**src/hdl/itoaf_pkg.sv**
```systemverilog
`timescale 1ns / 1ps

package itoaf_pkg;

  localparam int unsigned ValueBits  = 32;
  localparam int unsigned MaxWidth   = 32;
  localparam int unsigned DigitSlots = 32;

  localparam int unsigned CntW  = $clog2(DigitSlots + 1);
  localparam int unsigned AddrW = $clog2(DigitSlots);
  localparam int unsigned WidW  = 6;
  localparam int unsigned InW   = 48;

  // reciprocal of ten: q = (v * RecipTen) >> RecipShift, exact for 32-bit v
  localparam logic [31:0] RecipTen   = 32'hCCCC_CCCD;
  localparam int unsigned RecipShift = 35;

  localparam logic [7:0] ChZero  = 8'h30;
  localparam logic [7:0] ChUpA   = 8'h41;
  localparam logic [7:0] ChLowA  = 8'h61;
  localparam logic [7:0] ChSpace = 8'h20;
  localparam logic [7:0] ChPlus  = 8'h2B;
  localparam logic [7:0] ChMinus = 8'h2D;

  typedef enum logic [1:0] {
    BASE_BIN = 2'd0,
    BASE_OCT = 2'd1,
    BASE_DEC = 2'd2,
    BASE_HEX = 2'd3
  } base_e;

  typedef enum logic [1:0] {
    SIGN_NONE  = 2'd0,
    SIGN_PLUS  = 2'd1,
    SIGN_SPACE = 2'd2,
    SIGN_MINUS = 2'd3
  } sign_e;

  typedef enum logic [2:0] {
    EMIT_LEAD  = 3'd0,
    EMIT_SIGN  = 3'd1,
    EMIT_ZERO  = 3'd2,
    EMIT_DIGIT = 3'd3,
    EMIT_TRAIL = 3'd4
  } emit_e;

  // controller to datapath
  typedef struct packed {
    logic  load;
    logic  mul;
    logic  step;
    logic  setup;
    logic  emit;
    emit_e kind;
  } cmd_t;

  // datapath to controller
  typedef struct packed {
    logic next_zero;
    logic is_dec;
    logic left;
    logic zpad;
    logic has_sign;
    logic pad_zero;
    logic pad_one;
    logic cnt_one;
    logic slot_free;
  } sts_t;

  function automatic logic [7:0] digit_char(input logic [3:0] d, input logic upper);
    logic [7:0] base;
    base = upper ? ChUpA : ChLowA;
    if (d > 4'd9) begin
      return base + {4'd0, d} - 8'd10;
    end
    return ChZero + {4'd0, d};
  endfunction

  function automatic logic [7:0] sign_char(input sign_e s);
    logic [7:0] c;
    case (s)
      SIGN_PLUS:  c = ChPlus;
      SIGN_SPACE: c = ChSpace;
      SIGN_MINUS: c = ChMinus;
      default:    c = 8'd0;
    endcase
    return c;
  endfunction

endpackage

```
**src/hdl/itoaf_ctrl.sv**
```systemverilog
`timescale 1ns / 1ps

module itoaf_ctrl (
  input  logic                clk_i,
  input  logic                rst_ni,
  input  logic                in_valid_i,
  output logic                in_ready_o,
  input  itoaf_pkg::sts_t     sts_i,
  output itoaf_pkg::cmd_t     cmd_o
);

  typedef enum logic [8:0] {
    ST_IDLE   = 9'b000000001,
    ST_MUL    = 9'b000000010,
    ST_STEP   = 9'b000000100,
    ST_SETUP  = 9'b000001000,
    ST_LEAD   = 9'b000010000,
    ST_SIGN   = 9'b000100000,
    ST_ZPAD   = 9'b001000000,
    ST_DIGITS = 9'b010000000,
    ST_TRAIL  = 9'b100000000
  } state_e;

  state_e state_q, state_d;

  // sequence extraction, then padding, sign, digits and trailing pad
  always_comb begin
    state_d    = state_q;
    cmd_o      = '0;
    cmd_o.kind = itoaf_pkg::EMIT_LEAD;
    in_ready_o = 1'b0;
    unique case (state_q)
      ST_IDLE: begin
        in_ready_o = 1'b1;
        if (in_valid_i) begin
          cmd_o.load = 1'b1;
          state_d    = ST_MUL;
        end
      end
      ST_MUL: begin
        cmd_o.mul = 1'b1;
        state_d   = ST_STEP;
      end
      ST_STEP: begin
        cmd_o.step = 1'b1;
        if (sts_i.next_zero) begin
          state_d = ST_SETUP;
        end else if (sts_i.is_dec) begin
          state_d = ST_MUL;
        end
      end
      ST_SETUP: begin
        cmd_o.setup = 1'b1;
        state_d     = ST_LEAD;
      end
      ST_LEAD: begin
        if (!sts_i.left && !sts_i.zpad && !sts_i.pad_zero) begin
          cmd_o.kind = itoaf_pkg::EMIT_LEAD;
          if (sts_i.slot_free) begin
            cmd_o.emit = 1'b1;
            if (sts_i.pad_one) state_d = ST_SIGN;
          end
        end else begin
          state_d = ST_SIGN;
        end
      end
      ST_SIGN: begin
        if (sts_i.has_sign) begin
          cmd_o.kind = itoaf_pkg::EMIT_SIGN;
          if (sts_i.slot_free) begin
            cmd_o.emit = 1'b1;
            state_d    = ST_ZPAD;
          end
        end else begin
          state_d = ST_ZPAD;
        end
      end
      ST_ZPAD: begin
        if (!sts_i.left && !sts_i.pad_zero) begin
          cmd_o.kind = itoaf_pkg::EMIT_ZERO;
          if (sts_i.slot_free) begin
            cmd_o.emit = 1'b1;
            if (sts_i.pad_one) state_d = ST_DIGITS;
          end
        end else begin
          state_d = ST_DIGITS;
        end
      end
      ST_DIGITS: begin
        cmd_o.kind = itoaf_pkg::EMIT_DIGIT;
        if (sts_i.slot_free) begin
          cmd_o.emit = 1'b1;
          if (sts_i.cnt_one) state_d = ST_TRAIL;
        end
      end
      ST_TRAIL: begin
        if (!sts_i.pad_zero) begin
          cmd_o.kind = itoaf_pkg::EMIT_TRAIL;
          if (sts_i.slot_free) begin
            cmd_o.emit = 1'b1;
            if (sts_i.pad_one) state_d = ST_IDLE;
          end
        end else begin
          state_d = ST_IDLE;
        end
      end
      default: state_d = ST_IDLE;
    endcase
  end

  always_ff @(posedge clk_i or negedge rst_ni) begin
    if (!rst_ni) begin
      state_q <= ST_IDLE;
    end else begin
      state_q <= state_d;
    end
  end

  // never push a character into an occupied output register
  a_emit_free: assert property (@(posedge clk_i) disable iff (!rst_ni)
    cmd_o.emit |-> sts_i.slot_free)
    else $error("character issued while output register is full");

  // a field started from idle leads into extraction on the next cycle
  a_load_mul: assert property (@(posedge clk_i) disable iff (!rst_ni)
    cmd_o.load |=> state_q == ST_MUL)
    else $error("transaction accepted without starting extraction");

  // exactly one state bit is set
  a_state_onehot: assert property (@(posedge clk_i) disable iff (!rst_ni)
    $onehot(state_q))
    else $error("controller state is not one-hot");

endmodule

```
**src/hdl/itoaf_dp.sv**
```systemverilog
`timescale 1ns / 1ps

module itoaf_dp (
  input  logic                         clk_i,
  input  logic                         rst_ni,
  input  logic [itoaf_pkg::InW-1:0]    in_data_i,
  input  itoaf_pkg::cmd_t              cmd_i,
  output itoaf_pkg::sts_t              sts_o,
  output logic                         out_valid_o,
  input  logic                         out_ready_i,
  output logic [7:0]                   out_char_o,
  output logic                         out_last_o
);

  localparam int unsigned VB = itoaf_pkg::ValueBits;
  localparam int unsigned CW = itoaf_pkg::CntW;
  localparam int unsigned AW = itoaf_pkg::AddrW;
  localparam int unsigned WW = itoaf_pkg::WidW;

  logic [VB-1:0]          work_q;
  logic [2*VB-1:0]        prod_q;
  logic [CW-1:0]          cnt_q;
  logic [WW-1:0]          pad_q;
  logic [WW-1:0]          width_q;
  itoaf_pkg::base_e       base_q;
  itoaf_pkg::sign_e       sign_q;
  logic                   left_q, zpad_q, upper_q;
  logic [3:0]             mem [itoaf_pkg::DigitSlots];
  logic [3:0]             rd_q;
  logic                   out_valid_q, out_last_q;
  logic [7:0]             out_char_q;

  logic [WW-1:0]          in_width;
  logic [VB-1:0]          quot, quot_x10, rem_full, work_next;
  logic [3:0]             digit;
  logic [WW:0]            used;
  logic [WW-1:0]          pad_d;
  logic [CW-1:0]          rd_cnt;
  logic [AW-1:0]          rd_addr;
  logic                   emit_digit;
  logic [7:0]             char_d;
  logic                   last_d;

  // saturate the requested width
  always_comb begin
    in_width = in_data_i[VB+7:VB+2];
    if (in_width > WW'(itoaf_pkg::MaxWidth)) in_width = WW'(itoaf_pkg::MaxWidth);
  end

  // one digit per step: shift for power-of-two radix, reciprocal for ten
  always_comb begin
    quot     = VB'(prod_q[2*VB-1:itoaf_pkg::RecipShift]);
    quot_x10 = (quot << 3) + (quot << 1);
    rem_full = work_q - quot_x10;
    case (base_q)
      itoaf_pkg::BASE_BIN: begin
        digit     = {3'd0, work_q[0]};
        work_next = work_q >> 1;
      end
      itoaf_pkg::BASE_OCT: begin
        digit     = {1'b0, work_q[2:0]};
        work_next = work_q >> 3;
      end
      itoaf_pkg::BASE_DEC: begin
        digit     = rem_full[3:0];
        work_next = quot;
      end
      default: begin
        digit     = work_q[3:0];
        work_next = work_q >> 4;
      end
    endcase
  end

  // pad length from width, digit count and sign
  always_comb begin
    used  = (WW+1)'(cnt_q) + (WW+1)'(sign_q != itoaf_pkg::SIGN_NONE);
    pad_d = ({1'b0, width_q} > used) ? WW'({1'b0, width_q} - used) : '0;
  end

  // input fields and extraction registers
  always_ff @(posedge clk_i) begin
    if (cmd_i.load) begin
      work_q  <= in_data_i[VB-1:0];
      base_q  <= itoaf_pkg::base_e'(in_data_i[VB+1:VB]);
      width_q <= in_width;
      left_q  <= in_data_i[VB+8];
      zpad_q  <= in_data_i[VB+9];
      sign_q  <= itoaf_pkg::sign_e'(in_data_i[VB+11:VB+10]);
      upper_q <= in_data_i[VB+12];
    end else if (cmd_i.step) begin
      work_q <= work_next;
    end
    if (cmd_i.mul) begin
      prod_q <= (2*VB)'(work_q) * (2*VB)'(itoaf_pkg::RecipTen);
    end
  end

  // digit count and pad counter
  always_ff @(posedge clk_i or negedge rst_ni) begin
    if (!rst_ni) begin
      cnt_q <= '0;
      pad_q <= '0;
    end else begin
      if (cmd_i.load) begin
        cnt_q <= '0;
      end else if (cmd_i.step && cnt_q < CW'(itoaf_pkg::DigitSlots)) begin
        cnt_q <= cnt_q + CW'(1);
      end else if (emit_digit) begin
        cnt_q <= cnt_q - CW'(1);
      end
      if (cmd_i.setup) begin
        pad_q <= pad_d;
      end else if (cmd_i.emit && !emit_digit && cmd_i.kind != itoaf_pkg::EMIT_SIGN) begin
        pad_q <= pad_q - WW'(1);
      end
    end
  end

  // read one ahead so the next digit is ready when this one leaves
  assign emit_digit = cmd_i.emit && (cmd_i.kind == itoaf_pkg::EMIT_DIGIT);
  assign rd_cnt     = emit_digit ? cnt_q - CW'(2) : cnt_q - CW'(1);
  assign rd_addr    = rd_cnt[AW-1:0];

  // digit store, least significant digit first
  always_ff @(posedge clk_i) begin
    if (cmd_i.step && cnt_q < CW'(itoaf_pkg::DigitSlots)) begin
      mem[cnt_q[AW-1:0]] <= digit;
    end
    rd_q <= mem[rd_addr];
  end

  // select the outgoing character
  always_comb begin
    case (cmd_i.kind)
      itoaf_pkg::EMIT_SIGN:  char_d = itoaf_pkg::sign_char(sign_q);
      itoaf_pkg::EMIT_ZERO:  char_d = itoaf_pkg::ChZero;
      itoaf_pkg::EMIT_DIGIT: char_d = itoaf_pkg::digit_char(rd_q, upper_q);
      default:               char_d = itoaf_pkg::ChSpace;
    endcase
    last_d = (emit_digit && cnt_q == CW'(1) && pad_q == '0) ||
             (cmd_i.kind == itoaf_pkg::EMIT_TRAIL && pad_q == WW'(1));
  end

  // output register: load on emit, drop once the transaction completes
  always_ff @(posedge clk_i or negedge rst_ni) begin
    if (!rst_ni) begin
      out_valid_q <= 1'b0;
    end else if (cmd_i.emit) begin
      out_valid_q <= 1'b1;
    end else if (out_ready_i) begin
      out_valid_q <= 1'b0;
    end
  end

  always_ff @(posedge clk_i) begin
    if (cmd_i.emit) begin
      out_char_q <= char_d;
      out_last_q <= last_d;
    end
  end

  assign out_valid_o = out_valid_q;
  assign out_char_o  = out_char_q;
  assign out_last_o  = out_last_q;

  assign sts_o.next_zero = (work_next == '0);
  assign sts_o.is_dec    = (base_q == itoaf_pkg::BASE_DEC);
  assign sts_o.left      = left_q;
  assign sts_o.zpad      = zpad_q;
  assign sts_o.has_sign  = (sign_q != itoaf_pkg::SIGN_NONE);
  assign sts_o.pad_zero  = (pad_q == '0);
  assign sts_o.pad_one   = (pad_q == WW'(1));
  assign sts_o.cnt_one   = (cnt_q == CW'(1));
  assign sts_o.slot_free = !out_valid_q || out_ready_i;

  a_cnt_range: assert property (@(posedge clk_i) disable iff (!rst_ni)
    cnt_q <= CW'(itoaf_pkg::DigitSlots))
    else $error("digit count beyond store depth");

  a_pad_range: assert property (@(posedge clk_i) disable iff (!rst_ni)
    pad_q <= WW'(itoaf_pkg::MaxWidth))
    else $error("pad count beyond maximum width");

  a_digit_avail: assert property (@(posedge clk_i) disable iff (!rst_ni)
    emit_digit |-> cnt_q != '0)
    else $error("digit issued from an empty store");

endmodule

```
**src/hdl/integer_to_ascii_formatter_core.sv**
```systemverilog
`timescale 1ns / 1ps

// Channel   Dir  Signals                         Contents
// s_axis    in   tvalid tready tdata[47:0]       one integer field to format
// m_axis    out  tvalid tready tdata[7:0] tlast  one character, tlast on the final one
//
// One field at a time: s_axis_tready is high only while the controller is idle.
// Extraction: radix 2, 8, 16 pass the multiply state once, then take one digit per step;
// radix 10 repeats reciprocal multiply, then remainder, for each digit; a setup state follows.
// Characters leave one per cycle while m_axis_tready is high; an empty lead pad, sign,
// zero pad or trailing pad phase still passes through its own controller state.
// A low m_axis_tready holds the sequencer; reset is asynchronous, active low, to idle.

module integer_to_ascii_formatter_core (
  input  logic        clk_i,
  input  logic        rst_ni,
  input  logic        s_axis_tvalid,
  output logic        s_axis_tready,
  // magnitude[31:0], base_code[33:32], field_width[39:34], left_align[40],
  // zero_pad[41], sign_code[43:42], upper_case[44], zero fill[47:45]
  input  logic [47:0] s_axis_tdata,
  output logic        m_axis_tvalid,
  input  logic        m_axis_tready,
  // char_out[7:0]
  output logic [7:0]  m_axis_tdata,
  // last_char
  output logic        m_axis_tlast
);

  itoaf_pkg::cmd_t cmd;
  itoaf_pkg::sts_t sts;

  itoaf_ctrl u_ctrl (
    .clk_i      (clk_i),
    .rst_ni     (rst_ni),
    .in_valid_i (s_axis_tvalid),
    .in_ready_o (s_axis_tready),
    .sts_i      (sts),
    .cmd_o      (cmd)
  );

  itoaf_dp u_dp (
    .clk_i       (clk_i),
    .rst_ni      (rst_ni),
    .in_data_i   (s_axis_tdata),
    .cmd_i       (cmd),
    .sts_o       (sts),
    .out_valid_o (m_axis_tvalid),
    .out_ready_i (m_axis_tready),
    .out_char_o  (m_axis_tdata),
    .out_last_o  (m_axis_tlast)
  );

endmodule
```
**config.mk**
```make
export PLATFORM = sky130hd
export DESIGN_NAME = integer_to_ascii_formatter_core
export DESIGN_NICKNAME = d
export VERILOG_FILES = /design/src/hdl/itoaf_pkg.sv /design/src/hdl/itoaf_ctrl.sv /design/src/hdl/itoaf_dp.sv /design/src/hdl/integer_to_ascii_formatter_core.sv
export SDC_FILE = /design/constraint.sdc
export NUM_CORES = 2
export LEC_CHECK = 0
export ABC_AREA = 1
export BUFFER_PORTS_ARGS = -buffer_cell sky130_fd_sc_hd__buf_2
export CAP_MARGIN = 20
export CORE_ASPECT_RATIO = 1.5
export CORE_MARGIN = 2
export CORE_UTILIZATION = 50
export DETAILED_ROUTE_END_ITERATION = 10
export GPL_TIMING_DRIVEN = 0
export PLACE_DENSITY = 0.7
export SYNTH_ARGS = -nofsm -noshare
export SYNTH_HDL_FRONTEND = slang
export SYNTH_SLANG_ARGS = --single-unit
```
**constraint.sdc**
```tcl
create_clock -name clk_i -period 14.7 [get_ports clk_i]
set_clock_uncertainty 0.2 [all_clocks]
set_input_delay 2.205 -clock clk_i [delete_from_list [all_inputs] [get_ports clk_i]]
set_output_delay 2.205 -clock clk_i [all_outputs]
set_load 0.02 [all_outputs]
```
Word-level counts from Yosys, hierarchy flattened
Memory sizes are Yosys's and may differ from the RTL's. A register that Yosys moved wholly into a read port is not among the register bits.
Index checks and enable logic that the tools add are counted.
W data, S select, Z words.
{ "classes": {"add_sub_neg": 11, "n_mul": 1, "magnitude_cmp": 4, "n_eq_ne": 32, "n_mux": 51, "n_reduce_logical": 26} }
{ "op_table": {"columns": ["cell", "n"], "rows": [
  ["$mux W9", 16],
  ["$pmux W31 S3", 1],
  ["$pmux W9 S9", 1],
  ["$mul A32 B32 Y64 const B", 1],
  ["$mux W32", 2],
  ["$mux W6", 7],
  ["$logic_not A32 Y1", 1],
  ["$pmux W8 S3", 1],
  ["$pmux W4 S5", 1],
  ["$ne A3 B3 Y1 const B", 6],
  ["$pmux W6 S3", 1],
  ["$mux W4", 4],
  ["$mux W8", 2],
  ["$mux W1", 13],
  ["$eq A6 B1 Y1 const B", 2],
  ["$pmux W4 S3", 1],
  ["$sub A6 B1 Y6 const B", 2],
  ["$reduce_and A11 Y1", 1],
  ["$logic_and A1 B1 Y1", 10],
  ["$eq A9 B1 Y1 const B", 1],
  ["$eq A9 B2 Y1 const B", 1],
  ["$eq A9 B3 Y1 const B", 1],
  ["$eq A9 B4 Y1 const B", 1],
  ["$eq A9 B5 Y1 const B", 1],
  ["32 further kinds", 47]
]} }
{ "word_totals": {"reg_bits": 140, "ram_bits": 128, "in_bits": 52, "out_inout_bits": 11, "wordCells": 140, "memories": 1} }
{ "mem_list": {"columns": ["memory", "depth", "word_bits", "read_ports", "rd_clocked_by_memory_dff", "write_ports", "line", "source"], "rows": [
  ["u_dp.mem", 32, 4, 1, 1, 1, "itoaf_dp.sv:28", "logic [3:0] mem [itoaf_pkg::DigitSlots];"]
]} }

Depth between registers and ports, before layout
{ "depth": {"ltp_word": 12, "ltp_mapped": 30, "depth_no_buf": 29} }

Hierarchy
From an unflattened synthesis, not the netlist that was laid out.
{ "hier_totals": {"cells_unflattened": 3591, "area_unflattened_um2": 30603.1} }
{ "by_module_without_submodules": {"columns": ["module", "instances", "cells_per_inst", "area_each_um2", "seq_area_each_um2"], "rows": [
  ["itoaf_dp", 1, 3469, 29794.8, 6711.4],
  ["itoaf_ctrl", 1, 122, 808.3, 226.5]
]} }

Least setup slack after synthesis
Ideal clock, no wire load.
{ "synth_timing": {"path_kind": "register -> register", "start": "reg u_dp.work_q[21]", "end": "reg u_dp.prod_q[56], data pin", "setup_ns": 0.252, "arrival_time_ns": 5.891, "t_required_ns": 14.248, "slack_ns": 8.357, "stages_incl_launch_ff": 26, "path_buffers": 0, "period_less_slack_ns": 6.343, "cell_sequence": "edfxtp_1 ha_1 inv_1 fa_1 inv_1 fa_1 inv_1 fa_1 inv_1 fa_1 fa_1 fa_1 inv_1 fa_1 inv_1 ha_1 nand2_1 nor2_1 inv_1 nor2_1 inv_1 or2_2 nand2_1 a21oi_1 nand3_1 nand2_1"} }
{ "synth_via": {"elab_chain_cells": 1} }
{ "synth_lines": {"columns": ["item", "line", "source"], "rows": [
  ["from (decl)", "itoaf_dp.sv:20", "logic [VB-1:0] work_q;"],
  ["from (signal assigned)", "itoaf_dp.sv:84", "work_q <= in_data_i[VB-1:0];"],
  ["from (signal assigned)", "itoaf_dp.sv:92", "work_q <= work_next;"],
  ["$mul A32 B32 Y64", "itoaf_dp.sv:95", "prod_q <= (2*VB)'(work_q) * (2*VB)'(itoaf_pkg::RecipTen);"],
  ["to (signal assigned)", "itoaf_dp.sv:95", null],
  ["to (decl)", "itoaf_dp.sv:21", "logic [2*VB-1:0] prod_q;"]
]} }
No other way between the ends.
A chain may end at the register's enable or synchronous reset.

Worst setup path in the final report
{ "layout_timing": {"start": "reg u_dp.work_q[7]", "end": "reg u_dp.prod_q[58], data pin"} }
The elaborated chain is that of the path after synthesis.

==> summary.txt <==
Yosys
  • Syn nets: about 4300
  • Synth top area share: 0.257
  • #FFs+latches synth: between 200 and 250
  • Post-Syn Area per Cell: 8.73 um^2
  • Cell count after synthesis: 3446
  • Yosys cell types: 56
  • Synth Warn #: 0
  • Dominant cells by area after synthesis: fa_1, edfxtp_1, ha_1, inv_1, nand2_1
  • Dominant cell type by area after synthesis: fa_1
  • Register area share after synthesis: 0.231
  • Synth Cell Area: between 30000 and 40000 um^2

Floorplanning
  • Starting Density: 0.504
  • Core area: about 60000 um^2
  • Die area: slightly above 60000 um^2
  • Num ports: 63
  • Die Span X: between 200 and 250 um
  • Std cell rows: 110
  • Die height: around 300 um

Finish
  • Layout area overhead: 7.59%
  • Layout cells sized above 1: 0.0503
  • Nets: ~4300
  • Fillers: 5639
  • Antenna cells: 0

STA
  • Slew at the pin closest to its max-slew limit: ~1.2 ns
  • Count of final max-slew check failures: 0
  • Fin. Hold Viols: 0
  • Final count of negative-setup-slack endpoints: 0
  • Setup TNS: 0 ns
  • Final Critical Period: ~8 ns
  • Final worst path period share: 0.546
  • RSZ-0062 raised after global routing: no
  • Max transition margin: 0.205
  • Max Fclk: between 100 and 150 MHz

Setup path
  • Worst path depth: 23
  • Crit path buf inv count: 2
  • Most Frequent Cell on Critical Path: nand2_1
  • Worst Setup EP: u_dp.prod_q[58]$_DFFE_PP_
  • R2r setup slk: 6.68 ns
  • R2R cell count: 23
  • Crit-path cells: ha_1 > clkbuf_1 > inv_1 > nand2_1 > nand2_1 > o21ai_0 > fa_1 > fa_1 > fa_1 > fa_1 > fa_1 > ha_1 > ha_1 > a21oi_1 > nor2_1 > nor2_1 > o21ai_0 > a21oi_1 > nand3_1 > nand2_1 > nand2_1 > nand2_1 > nand2_1
  • Crit Path Class: flop to flop
  • Required @ worst endpoint: 14.82 ns
  • CP startpoint: u_dp.work_q[7]$_DFFE_PP_
  • Reg2reg start: u_dp.work_q[7]$_DFFE_PP_
  • Slowest stage cell on the critical path: edfxtp_1
  • CP startpoint kind: flop
  • Worst Path Arrival: around 8.2 ns
  • Reg2reg end: u_dp.prod_q[58]$_DFFE_PP_
  • CP max FO: 11
  • Family with the most delay on the worst path: adder cells
  • Crit. End Element: flop
  • Slowest stage delay, CP: around 0.7 ns

Placement
  • # port buffers: between 50 and 60
  • Post-DP HPWL: 81800 um
  • Placer congestion estimate: 1.02

Clock network
  • CTS tree: done
  • Hold_buf cts: 0
  • Clock slew at reported path FFs: 0.06 ns
  • Root Buffer: clkbuf_16
  • Clk sinks: approximately 240
  • CTS Buf Count: 26
  • H-tree depth: 1
  • Clk buf depth: 3
  • Clock latency on the worst-skew pair: approximately 0.57 ns
  • Post CTS Setup Buffer Count: 0
  • Post_cts resized: 0

Drt
  • DR WL/cell: 21.9 um
  • DRC: 0
  • DR iter-0 viols: roughly 1500
  • WL final: 95100 um
  • Detail Route Antenna Nets: 0
  • Vias post-DR: 23300
  • DR pass1 iterations: 7
  • DR vias/cell: around 5.4

Global routing
  • Initial antenna violation count: 0
  • GRT Util Overall: 0.315
  • Gr ovfl total: 0
  • Largest net degree at the start of global routing: 33
  • First-pass GRT wire length: 144000 um
  • Vias in the first global route: approximately 25000

Hold path
  • Hold Path Class: flop to flop

Job
  • Max Cap Viol: 0

Status
  • Status: complete, no violations
## cell usage in the layout (no fill, tap or decap), types with 5 or more instances in the layout
cell       Yosys  final
edfxtp_1     210    210
inv_1        874    874
clkbuf_16      0     26
dfrtp_1       21     21
nand3_1      221    221
o21bai_1      12     12
nand3b_1      15     15
nor4_1        10     10
or2_2          6      6
clkbuf_1      19     20
xnor2_1       19     19
nor3_1        14     14
o21ai_0      137    134
ha_1         370    370
o21a_1         9      9
nand4_1       25     25
clkinv_2       0      8
buf_2         27     85
buf_4          7      7
nand2_1      602    602
a21o_1        15     15
a21boi_0       5      5
o22ai_1        7      6
a21oi_1       93     93
nor2_1       224    224
xor2_1        57     57
fa_1         387    387
a31oi_1        8      8
## worst min path at each step
| stage | end | startpoint | cells after the start |
|---|---|---|---|
| after floorplan | u_dp.pad_q[1]$_DFFE_PN0P_ | u_dp.pad_q[1]$_DFFE_PN0P_ | 2 |
| after global placement | u_dp.pad_q[1]$_DFFE_PN0P_ | u_dp.pad_q[1]$_DFFE_PN0P_ | 2 |
| after detailed placement | u_dp.pad_q[1]$_DFFE_PN0P_ | u_dp.pad_q[1]$_DFFE_PN0P_ | 2 |
| after CTS | u_dp.pad_q[1]$_DFFE_PN0P_ | u_dp.pad_q[1]$_DFFE_PN0P_ | 2 |
| after global routing | u_dp.pad_q[1]$_DFFE_PN0P_ | u_dp.pad_q[1]$_DFFE_PN0P_ | 2 |
| final | u_dp.pad_q[1]$_DFFE_PN0P_ | u_dp.pad_q[1]$_DFFE_PN0P_ | 2 |
## routing by layer
metal / track usage / routed length [um] / vias to the layer above
li1: - / - / 10900
met1: 0.327 / 31800 / 11200
met2: 0.570 / 49300 / 838
met3: 0.0315 / 4620 / 377
met4: 0.253 / 9400 / 0
met5: 0 / 0 / -
## synth_stat cells (all sizes together)
master	instances
buf	36
a21o	15
clkbuf	19
fa	387
o21a	9
o2111ai	1
nand4	26
inv	879
dfxtp	4
o21ai	142
and3	3
o21bai	13
ha	370
o221ai	1
nor2	229
nand3	223
or2	8
dfstp	1
nand2	606
nor4	10
a221o	1
nor3	14
a21oi	93
o32ai	1
nand3b	15
a22oi	1
edfxtp	210
conb	1
xor2	58
o22ai	7
a31oi	8
and2	1
xnor2	19
clkinv	2
a31o	2
dfrtp	21
o31ai	1
a21boi	5
o211ai	4
## sequential cells by signal (all words and copies together) (netlist names), 4 cells and up
register	flops
u_dp.mem	128
u_dp.work_q	32
u_dp.prod_q	29
u_ctrl.state_q	9
u_dp.out_char_o	7
u_dp.cnt_q	6
u_dp.pad_q	6
u_dp.width_q	6
u_dp.rd_q	4
## kinds of logic (layout without fill, tap and decap cells)
group | after synthesis | after routing | share of synthesized area
AOI/OAI and AO/OA | 304 | 304 | 0.0570
xor gates and xnor gates | 77 | 77 | 0.0227
adders and majority gates | 757 | 757 | 0.411
buffers and inverters | 936 | 1046 | 0.119
DFF | 236 | 236 | 0.231
other | 1 | 1 | 0.000125
and+or+nand+nor | 1135 | 1135 | 0.159
## worst reg2reg max path, stage by stage, from the launching register on
cell	delay, ns
edfxtp_1	0.70
ha_1	0.49
clkbuf_1	0.42
inv_1	0.22
nand2_1	0.11
nand2_1	0.30
o21ai_0	0.36
fa_1	0.51
fa_1	0.56
fa_1	0.48
fa_1	0.54
fa_1	0.44
ha_1	0.30
ha_1	0.35
a21oi_1	0.25
nor2_1	0.06
nor2_1	0.36
o21ai_0	0.21
a21oi_1	0.19
nand3_1	0.38
nand2_1	0.21
nand2_1	0.07
nand2_1	0.05
nand2_1	0.04
## metrics by stage
step | setup slack, ns | instance area [um^2] | cells | hold slack, ns | utilization
3_5_place_dp | 6.92 | 31500 | 4292 | 0.269 | 0.527
6_report | 6.68 | 32400 | 4340 | 0.283 | 0.542
3_3_place_gp | 6.84 | 31400 | 4288 | 0.272 | 0.525
4_1_cts | 6.87 | 32400 | 4340 | 0.283 | 0.542
5_1_grt | 6.55 | 32400 | 4340 | 0.304 | 0.542
2_1_floorplan | 8.36 | 30100 | 3446 | 0.249 | -
## area by class of cell
type	instances	area, um^2	share of cell area
multi-input cells	2274	19600	0.605
flip-flops and latches	236	6940	0.214
inverters	881	3310	0.102
well taps	784	981	0.0303
clock buffers	28	668	0.0206
repair buffers	62	388	0.0120
plain buffers	55	282	0.00870
clock inverters	20	206	0.00638
Power is left out: the tool's default activity adds up to more than one toggle a clock period on the data nets, which glitch-free logic cannot reach.
